File: src/rtl/tpsm_pkg.sv
// Package of the trie pattern matcher: defaults, codes, state and command types.
// Depends on nothing; used by the controller, the datapath, the top level and the testbench.
package tpsm_pkg;

    localparam int MAX_NODES_DEF = 256;
    localparam int MAX_LEN_DEF   = 255;
    localparam int ALPHABET      = 84;
    localparam int SYM_W         = 7;
    localparam logic [7:0] CH_CARET = 8'h5E;

    typedef enum logic [2:0] {
        ST_ADDED   = 3'd0,
        ST_REJECT  = 3'd1,
        ST_FULL    = 3'd2,
        ST_MATCH   = 3'd3,
        ST_NOMATCH = 3'd4
    } t_status;

    typedef enum logic [4:0] {
        S_CLEAR, S_IDLE,
        S_I_HEAD_A, S_I_HEAD_B, S_I_VAL_A, S_I_VAL_B,
        S_I_CNT_A, S_I_CNT_B, S_I_CNT_C, S_I_CNT_D, S_I_CHK,
        S_I_WR_A, S_I_WR_B, S_I_WR_C, S_I_WR_D,
        S_M_SCAN_A, S_M_SCAN_B, S_M_LEN, S_M_POS,
        S_M_WALK_A, S_M_WALK_B, S_M_WALK_C, S_M_WALK_D
    } t_state;

    typedef enum logic [3:0] {
        OP_NONE, OP_CLEAR, OP_HEAD, OP_NEXT, OP_CNT_INIT, OP_SYM, OP_MISS,
        OP_DESCEND, OP_WR_INIT, OP_LINK, OP_TERM, OP_MLEN, OP_POS_INIT,
        OP_WALK_INIT, OP_POS_NEXT
    } t_op;

    typedef struct packed {
        t_op     op;
        logic    load;
        logic    fin;
        t_status code;
    } t_cmd;

    typedef struct packed {
        logic clr_last;
        logic ovf;
        logic plen_bad;
        logic sym_bad;
        logic at_end;
        logic one_char;
        logic cnt_last;
        logic child_zero;
        logic full;
        logic zero_byte;
        logic scan_last;
        logic mlen_bad;
        logic pos_ok;
        logic walk_end;
        logic hit;
        logic hit_ok;
    } t_dpst;

    typedef struct packed {
        logic             ok;
        logic [SYM_W-1:0] code;
    } t_sym;

    function automatic t_sym sym_of(input logic [7:0] c);
        t_sym r;
        r.ok   = 1'b1;
        r.code = '0;
        case (c) inside
            8'h21:          r.code = 7'd0;
            [8'h23:8'h39]:  r.code = SYM_W'(c - 8'h23 + 8'd1);
            [8'h3D:8'h5D]:  r.code = SYM_W'(c - 8'h3D + 8'd25);
            8'h5F:          r.code = 7'd57;
            [8'h61:8'h7A]:  r.code = SYM_W'(c - 8'h61 + 8'd58);
            default:        r.ok = 1'b0;
        endcase
        return r;
    endfunction

endpackage

File: src/rtl/tpsm_ctrl.sv
// Controller state machine of the trie matcher: load, clear, insert and match steps.
// Depends on tpsm_pkg; drives tpsm_dp through command and status structs.
module tpsm_ctrl (
    input  logic           i_clk,
    input  logic           i_rst_n,
    input  logic           i_start,
    input  logic           i_req_type,
    input  logic           i_last_char,
    input  tpsm_pkg::t_dpst i_st,
    output tpsm_pkg::t_cmd o_cmd,
    output logic           o_busy
);
    import tpsm_pkg::*;

    t_state r_state, n_state;

    always_ff @(posedge i_clk) begin
        if (!i_rst_n) begin
            r_state <= S_CLEAR;
        end else begin
            r_state <= n_state;
        end
    end

    always_comb begin
        n_state     = r_state;
        o_cmd.op    = OP_NONE;
        o_cmd.load  = 1'b0;
        o_cmd.fin   = 1'b0;
        o_cmd.code  = ST_ADDED;
        o_busy      = 1'b1;
        case (r_state)
            S_CLEAR: begin
                o_cmd.op = OP_CLEAR;
                if (i_st.clr_last) n_state = S_IDLE;
            end
            S_IDLE: begin
                o_busy = 1'b0;
                if (i_start) begin
                    o_cmd.load = 1'b1;
                    if (i_last_char) n_state = i_req_type ? S_M_SCAN_A : S_I_HEAD_A;
                end
            end
            S_I_HEAD_A: begin
                if (i_st.ovf) begin
                    o_cmd.fin  = 1'b1;
                    o_cmd.code = ST_REJECT;
                    n_state    = S_IDLE;
                end else begin
                    n_state = S_I_HEAD_B;
                end
            end
            S_I_HEAD_B: begin
                o_cmd.op = OP_HEAD;
                if (i_st.plen_bad) begin
                    o_cmd.fin  = 1'b1;
                    o_cmd.code = ST_REJECT;
                    n_state    = S_IDLE;
                end else begin
                    n_state = S_I_VAL_A;
                end
            end
            S_I_VAL_A: n_state = S_I_VAL_B;
            S_I_VAL_B: begin
                if (i_st.sym_bad) begin
                    o_cmd.fin  = 1'b1;
                    o_cmd.code = ST_REJECT;
                    n_state    = S_IDLE;
                end else if (i_st.at_end) begin
                    o_cmd.op = OP_CNT_INIT;
                    n_state  = i_st.one_char ? S_I_CHK : S_I_CNT_A;
                end else begin
                    o_cmd.op = OP_NEXT;
                    n_state  = S_I_VAL_A;
                end
            end
            S_I_CNT_A: n_state = S_I_CNT_B;
            S_I_CNT_B: begin
                o_cmd.op = OP_SYM;
                n_state  = S_I_CNT_C;
            end
            S_I_CNT_C: n_state = S_I_CNT_D;
            S_I_CNT_D: begin
                if (i_st.child_zero) begin
                    o_cmd.op = OP_MISS;
                    n_state  = S_I_CHK;
                end else begin
                    o_cmd.op = OP_DESCEND;
                    n_state  = i_st.cnt_last ? S_I_CHK : S_I_CNT_A;
                end
            end
            S_I_CHK: begin
                if (i_st.full) begin
                    o_cmd.fin  = 1'b1;
                    o_cmd.code = ST_FULL;
                    n_state    = S_IDLE;
                end else begin
                    o_cmd.op = OP_WR_INIT;
                    n_state  = S_I_WR_A;
                end
            end
            S_I_WR_A: n_state = S_I_WR_B;
            S_I_WR_B: begin
                o_cmd.op = OP_SYM;
                n_state  = S_I_WR_C;
            end
            S_I_WR_C: n_state = S_I_WR_D;
            S_I_WR_D: begin
                if (i_st.at_end) begin
                    o_cmd.op   = OP_TERM;
                    o_cmd.fin  = 1'b1;
                    o_cmd.code = ST_ADDED;
                    n_state    = S_IDLE;
                end else begin
                    o_cmd.op = i_st.child_zero ? OP_LINK : OP_DESCEND;
                    n_state  = S_I_WR_A;
                end
            end
            S_M_SCAN_A: begin
                if (i_st.ovf) begin
                    o_cmd.fin  = 1'b1;
                    o_cmd.code = ST_NOMATCH;
                    n_state    = S_IDLE;
                end else begin
                    n_state = S_M_SCAN_B;
                end
            end
            S_M_SCAN_B: begin
                if (i_st.zero_byte || i_st.scan_last) begin
                    o_cmd.op = OP_MLEN;
                    n_state  = S_M_LEN;
                end else begin
                    o_cmd.op = OP_NEXT;
                    n_state  = S_M_SCAN_A;
                end
            end
            S_M_LEN: begin
                if (i_st.mlen_bad) begin
                    o_cmd.fin  = 1'b1;
                    o_cmd.code = ST_NOMATCH;
                    n_state    = S_IDLE;
                end else begin
                    o_cmd.op = OP_POS_INIT;
                    n_state  = S_M_POS;
                end
            end
            S_M_POS: begin
                if (i_st.pos_ok) begin
                    o_cmd.op = OP_WALK_INIT;
                    n_state  = S_M_WALK_A;
                end else begin
                    o_cmd.fin  = 1'b1;
                    o_cmd.code = ST_NOMATCH;
                    n_state    = S_IDLE;
                end
            end
            S_M_WALK_A: begin
                if (i_st.walk_end) begin
                    o_cmd.op = OP_POS_NEXT;
                    n_state  = S_M_POS;
                end else begin
                    n_state = S_M_WALK_B;
                end
            end
            S_M_WALK_B: begin
                if (i_st.sym_bad) begin
                    o_cmd.op = OP_POS_NEXT;
                    n_state  = S_M_POS;
                end else begin
                    o_cmd.op = OP_SYM;
                    n_state  = S_M_WALK_C;
                end
            end
            S_M_WALK_C: n_state = S_M_WALK_D;
            S_M_WALK_D: begin
                if (i_st.hit) begin
                    o_cmd.fin  = 1'b1;
                    o_cmd.code = i_st.hit_ok ? ST_MATCH : ST_NOMATCH;
                    n_state    = S_IDLE;
                end else if (i_st.child_zero) begin
                    o_cmd.op = OP_POS_NEXT;
                    n_state  = S_M_POS;
                end else begin
                    o_cmd.op = OP_DESCEND;
                    n_state  = S_M_WALK_A;
                end
            end
            default: n_state = S_IDLE;
        endcase
    end
endmodule

File: config.mk
export PLATFORM = sky130hd
export DESIGN_NAME = tpsm_ctrl
export DESIGN_NICKNAME = d
export VERILOG_FILES = /design/src/rtl/tpsm_pkg.sv /design/src/rtl/tpsm_ctrl.sv
export SDC_FILE = /design/constraint.sdc
export NUM_CORES = 1
export LEC_CHECK = 0
export BUFFER_PORTS_ARGS = -buffer_cell sky130_fd_sc_hd__buf_4
export CAP_MARGIN = 20
export CORE_MARGIN = 2
export CORE_UTILIZATION = 51
export CTS_BUF_LIST = sky130_fd_sc_hd__clkbuf_16
export DETAILED_ROUTE_END_ITERATION = 8
export GPL_ROUTABILITY_DRIVEN = 0
export GPL_TIMING_DRIVEN = 0
export PLACE_DENSITY = 0.88
export SLEW_MARGIN = 20
export SYNTH_ARGS = -nofsm -noshare
export SYNTH_HDL_FRONTEND = slang
export SYNTH_SLANG_ARGS = --single-unit
File: constraint.sdc
create_clock -name i_clk -period 1.7 [get_ports i_clk]
set_clock_uncertainty 0.05 [all_clocks]
set_input_delay 0.085 -clock i_clk [delete_from_list [all_inputs] [get_ports i_clk]]
set_output_delay 0.085 -clock i_clk [all_outputs]
set_load 0.02 [all_outputs]
# --- Word-level counts from Yosys, hierarchy flattened ---
# Index checks and enable logic that the tools add are counted.
word_totals:
  wordCells: 80
  output_inout_bits: 10
  reg_bits: 5
classes:
  eq_ne: 25
  n_mux: 50
  n_reduce_logical: 4
op_table:
  columns: ["operator", "n"]
  rows:
  - ["$pmux 5 s23", 1]
  - ["$mux 4", 27]
  - ["$pmux 4 s13", 1]
  - ["$eq 5x4->1 const B", 8]
  - ["$mux 5", 8]
  - ["$pmux 4 s9", 1]
  - ["$eq 5x5->1 const B", 7]
  - ["$eq 5x3->1 const B", 4]
  - ["$mux 3", 6]
  - ["$eq 5x2->1 const B", 2]
  - ["$ne 2x2->1 const B", 3]
  - ["$eq 5x1->1 const B", 1]
  - ["$logic_not 5->1", 1]
  - ["$mux 1", 5]
  - ["$reduce_and 3->1", 1]
  - ["$mux 2", 1]
  - ["$reduce_or 2->1", 1]
  - ["$logic_or 1x1->1", 1]

# --- Depth between registers and ports, before layout ---
# Gate-level depths: netlist of the first run.
depth:
  depth_word: 4
  ltp_mapped: 6
  depth_no_buf: 4

# --- Worst setup path after synthesis of the first run ---
# Ideal clock, no wire load.
synth_timing:
  kind: "register -> output"
  startpoint: "register r_state[2]"
  endpoint: "output port o_cmd[5] (netlist name)"
  path_stages_with_launch: 7
  t_required_ns: 1.565
  arrival_time_ns: 1.351
  slack_ns: 0.214
  path_buffers: 3
  path_cell_list: "dfxtp_1 buf_2 buf_2 buf_2 a2111oi_0 a21oi_1 nand3_1"
synth_rtl:
  columns: ["item", "line", "rtl"]
  rows:
  - ["start, declared", "tpsm_ctrl.sv:15", "t_state r_state, n_state;"]
  - ["start signal, assigned", "tpsm_ctrl.sv:21", "r_state <= n_state;"]
  - ["end, declared", "tpsm_ctrl.sv:10", "output tpsm_pkg::t_cmd o_cmd,"]

==> metrics.txt, run 1 <==
Internal=roughly 550 uW; H-tree depth=1; Synth area leaders=dfxtp_1, buf_2, nand2_1, nand3_1, nor2_1; CP Data Required Time=1.56 ns; Worst-Skew Late Latency=0.24 ns; layout cells sized above 1=47.29%; post-synthesis instance total=151; leakage=0.0007053 uW; PD cells=between 400 and 500 nW/um^2; final worst-path cycle share=113.3%; unrepaired setup endpoints after global routing=yes; outcome=finished with violations; Synth Area in Compound Gates=roughly a third; Hold Path Stages=3; post-DP HPWL=about 2.6 mm; Post-synth top flop=dfxtp_1; Pre-Repair DR Iteration Count=7; Switching Share=a little under a third; WP buf/inv=2; Synth Area in Simple Gates=approximately 44%; Seq/Total Area, Yosys=about a tenth; clock power share=about half; max-slew violation count=0; FMAX=slightly above 500 MHz; violations in the final reports=setup timing; Synth Register Bits=5; Synth area leader=dfxtp_1; Crit. End Element=primary output; synthesized cell area=approximately 1000 um^2; largest reg by FF count=r_state; Tmin final=~1.9 ns; initial core utilization=52.70%; yosys warns=0; Storage cell area=between 100 and 150 um^2; CP most frequent cell=buf_6; synth cell count leaders=nand2_1, nor2_1, buf_2, nand3_1, o21ai_1; count leader, synth=nand2_1; Core Area=~1900 um^2; DIE AREA=between 2000 and 2500 um^2; slowest stage delay, CP=just over 0.4 ns; FFs w/ async S/R, synth=0%; syn_nets=around 170; Syn Area/Cell=between 6 and 7 um^2; synth unique cells=48; Slew @ Worst Pin=0.5539 ns; Final Hold Fails=0; initial antenna violation count=0; top flop regs=r_state x5; WS Path Type=reg -> out; Max-Cap Viols=0; CTS tree=done; Flop pwr share=around 16%; first-pass GRT wire length=~7.1 mm; EDFF count, synth=0; cell row count=16; fin util=roughly nine tenths; # DRC=0; Area Overhead vs Synth=71.04%; R2R cell count=7; CP startpoint kind=register; CTS Sinks=5; Comb power frac=about a third; final wirelength=around 5.7 mm; Rel. slew slack=62.94%; Worst EP arrival=between 1.5 and 2 ns; slowest CP cell=or3b_4; setup ws final=-0.2262 ns; Switch Pwr=245.1 uW; CP Cell Sequence=buf_6 -> or3b_4 -> o22ai_2 -> a21oi_1 -> nand3_1 -> buf_6; Diodes inserted=0; DR vias=1744; vias in the first global route=between 1000 and 1500; Hold Path Class=in -> reg; Worst VDD drop=around 900 uV; post-synth top area share=approximately a tenth; number of I/O port buffers=29; Filler cells=93; GRT Total Usage=38.45%; fraction of synthesized area in multiplexers=3.121%; Overflow after GRT=0; initial DRC count=approximately 160; largest family of logic cells by synthesized area=simple AND/OR/NAND/NOR gates; CP Depth=6; Routed Antenna Nets=0; DR vias/cell=about 7.6; Crit path max-delay family=simple AND/OR/NAND/NOR gates; Multi-input gate area=~950 um^2; CTS clk-pin slew, worst paths=0.04 ns; total CTS buffers=3; root buf cell=clkbuf_16; # IOs=31; largest net degree at the start of global routing=11; die width=about 48 um; Layout Nets=around 230; setup TNS=-1.016 ns; DIE HEIGHT=between 40 and 50 um; Synth Area in Adders=0%; Clock Tree Buf Depth=2; routed len/inst=24.90 um; post-synthesis xor/xnor area fraction=0%; Finish-stage setup viols=11; Largest register FFs=5; crit path max fanout=10
layer usage:
metal	track usage [%]	vias up	part of all wire, %
li1	-	677	-
met3	12.35	90	14
met1	46.95	736	35
met4	14.29	0	9.7
met2	63.19	241	41
met5	0	-	0
through the flow:
| step | worst slack [ns] | instance area (um^2) | instances | hold slack [ns] | total power (uW) |
|---|---|---|---|---|---|
| 2_1_floorplan | 0.2139 | 1002 | 151 | 0.1443 | 229.6 |
| 3_3_place_gp | 0.02127 | 1254 | 207 | 0.2974 | 303.7 |
| 3_5_place_dp | -0.01412 | 1254 | 207 | 0.2977 | 307.6 |
| 4_1_cts | -0.06012 | 1468 | 215 | 0.05456 | 716.6 |
| 5_1_grt | -0.2967 | 1714 | 230 | 0.08210 | 813.4 |
| 6_report | -0.2262 | 1714 | 230 | 0.06041 | 791.4 |
power by group through the flow:
| stage | combinational (uW) | sequential (uW) | clock (uW) |
|---|---|---|---|
| floorplan | 104 | 126 | 0 |
| global placement | 177 | 127 | 0 |
| detailed placement | 180 | 127 | 0 |
| CTS | 203 | 126 | 387 |
| global route | 271 | 124 | 419 |
| finish | 264 | 124 | 403 |
final timing paths:
kind / startpoint / end / slack [ns]
worst max register to register: r_state[3] / r_state[3] / -0.08
worst max-delay path: r_state[1] / o_cmd[5] / -0.23
worst min register to register: r_state[2] / r_state[4] / 0.84
worst min-delay path: i_rst_n / r_state[4] / 0.06
kinds of logic after synthesis:
kind of cell | Yosys count
simple gates | 75
compound gates | 48
buf+inv | 20
flops | 5
mux | 3
worst register-to-register path, cell delays in order, from the launching register on:
cell and delay, ns:
dfxtp_4 0.34, buf_6 0.14, buf_8 0.14, nand3b_1 0.22, buf_4 0.16, a21oi_1 0.06
a311oi_2 0.37, a41oi_2 0.15
final cells by class:
class                           count  share of cell area, %
Multi-Input combinational cell    126                  55.69
Timing Repair Buffer               49                  22.55
Buffer                             12                  6.861
Sequential cell                     5                  6.788
Clock buffer                        3                  4.380
Tap cell                           27                  1.971
Inverter                            7                  1.533
Clock inverter                      1                 0.2190
placed cells by master (no fill, tap or decap), types with 3 or more instances in the layout:
| cell type | n |
|---|---|
| nor2b_1 | 4 |
| a21oi_1 | 3 |
| or3b_4 | 3 |
| nand3_1 | 8 |
| nand3b_1 | 5 |
| dfxtp_4 | 4 |
| buf_6 | 11 |
| o21ai_1 | 6 |
| inv_1 | 8 |
| a31oi_1 | 6 |
| buf_4 | 45 |
| o22ai_1 | 3 |
| a21oi_2 | 3 |
| clkbuf_16 | 3 |
| nor2_1 | 9 |
| nand2b_1 | 7 |
| nand2_1 | 13 |
repair_timing:
action,4_1_cts,5_1_grt
endpoints found under the setup margin,9,12
gates resized for setup,33,29
hold buffers,0,0
setup buffers,5,15
pin swaps,10,11
(Power assumes the default switching activity.)
==> run 2, diff against run 1 <==
- clock period: 1.7 -> 2.1 ns (I/O delays scaled with it)
==> run 2 against run 1 <==
Against the previous run:
- the flow now finishes without violations
- critical path depth is 1 higher
- global-route usage fell by 5.6 points
- combinational power down 41%
- sequential power down 18%
- core utilization shrank 20 points
- power is 29% lower
- non-clock buffer count shrank 19
- clock power decreased by 24%
- count of clock-buffer cells in the layout stayed put
- die area is the same
- flip-flop and latch count stayed put
- critical endpoint unchanged
- largest cell class unchanged
==> metrics.txt, run 2 (same netlist as run 1, synthesis figures left out) <==
Area Overhead vs Synth=33.96%; routed len/inst=16.64 um (-33%); Routed Antenna Nets=0 (unchanged); CP endpoint=o_cmd[5]; initial DRC count=107 (-31%); # IOs=31 (unchanged); final wirelength=3.511 mm (-39%); leakage=0.0005625 uW (-20%); R2R cell count=6 (-1); largest net degree at the start of global routing=11 (unchanged); total CTS buffers=3 (unchanged); Layout Nets=206 (-8.4%); fin cells=211 (-8.3%); setup TNS=0 ns (+1.016 ns); WP buf/inv=4 (+2); DR vias=1422 (-18%); Finish-stage setup viols=0 (-11); number of I/O port buffers=29 (unchanged); hold path start=i_rst_n; Overflow after GRT=0 (unchanged); crit path max fanout=10 (unchanged); global routing met2 resource utilization=53.01% (-10 points); slowest CP cell=a2111oi_1; die width=48.33 um (unchanged); WS Path Type=reg -> out; CP Cell Sequence=buf_2 -> buf_2 -> buf_2 -> a2111oi_1 -> a21oi_1 -> nand3_1 -> buf_4; Post-CTS Hold Fix Bufs=0 (unchanged); Rel. slew slack=66.92% (+4.0 points); met1 usage=39.31% (-7.6 points); largest reg by FF count=r_state; Worst Hold Margin=0.07829 ns (+0.01788 ns); Worst EP arrival=1.81 ns (+0.02 ns); cell row count=16 (unchanged); max-slew violation count=0 (unchanged); CP startpoint kind=register; Largest register FFs=5 (unchanged); CTS tree=done; Pre-Repair DR Iteration Count=7 (unchanged); most frequent cells in the layout=buf_4, nand2_1, nor2_1; PD cells=420.5 nW/um^2 (-8.9%); post-DP HPWL=2.627 mm (unchanged); Worst VDD drop=736.0 uV (-19%); DIE HEIGHT=48.33 um (unchanged); # DRC=0 (unchanged); CTS Sinks=5 (unchanged); critical path launch point=r_state[2]; FMAX=509.8 MHz; Final Hold Fails=0 (unchanged); H-tree depth=1 (unchanged); outcome=finished clean; first-pass GRT wire length=6.154 mm (-13%); root buf cell=clkbuf_16; Diodes inserted=0 (unchanged); Tmin final=1.961 ns; Filler cells=149 (+60%); final worst-path cycle share=between 90 and 100%; layout cells sized above 1=26.63% (-21 points); Crit path max-delay family=buffers and inverters; Clock Tree Buf Depth=2 (unchanged); flop2flop setup slack=0.37 ns (+0.45 ns); CP most frequent cell=buf_2; Setup Buffers After CTS=0 (-5); vias in the first global route=1334 (-6.4%); GRT Total Usage=32.83% (-5.6 points); initial antenna violation count=0 (unchanged); top flop regs=r_state x5; Hold Path Stages=3 (unchanged); initial core utilization=52.70% (unchanged); Hold Path Class=in -> reg; M3 GR Usage=11.11% (-1.2 points); DIE AREA=2336 um^2 (unchanged); RR Endpoint=r_state[1]; Crit. End Element=primary output; Slew @ Worst Pin=0.4943 ns (-0.05956 ns); CTS clk-pin slew, worst paths=0.03 ns (about the same); CP Depth=7 (+1); slowest stage delay, CP=0.40 ns (about the same); Max-Cap Viols=0 (unchanged); Inst Count DP=207 (unchanged); most common cell after layout, fill and taps aside=buf_4; Core Area=1902 um^2 (unchanged); reg2reg start=r_state[3]; unrepaired setup endpoints after global routing=no; Worst-Skew Late Latency=0.23 ns (about the same); GR peak layer=met2; CP Data Required Time=1.95 ns (+0.39 ns); DR vias/cell=6.739 (-11%)
-- run 2: layer usage --
metal	wire, um	vias up
met1	1257	605
met5	0	-
met2	1550	130
met3	485	37
li1	-	650
met4	218	0
-- run 2: worst min-delay path by stage --
stage,to
2_1_floorplan,r_state[4]
3_3_place_gp,r_state[0]
3_5_place_dp,r_state[4]
4_1_cts,r_state[0]
5_1_grt,r_state[4]
6_report,r_state[4]
-- run 2: final cells by class --
class	count	area (um^2)	share of cell area [%]
multi-input combinational	126	812.0	60.48
timing repair buffer	29	217.7	16.22
sequential	5	101.3	7.549
clock buffer	3	75.07	5.592
buffer	13	72.57	5.405
tap	27	33.78	2.516
inverter	7	26.28	1.957
clock inverter	1	3.754	0.2796
-- run 2: worst min-delay path, delay by kind of cell --
kind | cells | cell delay [ns]
buf+inv | 2 | 0.17
compound gates | 1 | 0.04
-- run 2: timing repair --
action | in CTS | in global routing
setup endpoints to repair | 0 | 4
gates resized for setup | 0 | 5
hold endpoints to repair | 0 | 0
-- run 2: per-stage QoR --
| stage | power, uW | utilization (%) | setup WS (ns) | cell area (um^2) |
|---|---|---|---|---|
| 6_report | 564.5 | 70.59 | 0.1386 | 1343 |
| 5_1_grt | 596.8 | 70.59 | 0.007716 | 1343 |
| 4_1_cts | 562.0 | 70.07 | 0.1222 | 1333 |
| 3_5_place_dp | 249.0 | 65.92 | 0.3659 | 1254 |
| 3_3_place_gp | 245.9 | 65.92 | 0.4013 | 1254 |
| 2_1_floorplan | 185.9 | - | 0.5939 | 1002 |
-- run 2: where the power goes --
part | internal (uW) | total (uW) | switching (uW)
sequential | 98.5 | 102 | 3.14
clock | 247 | 308 | 61.8
combinational | 70.4 | 155 | 84.2
total | 415 | 565 | 149
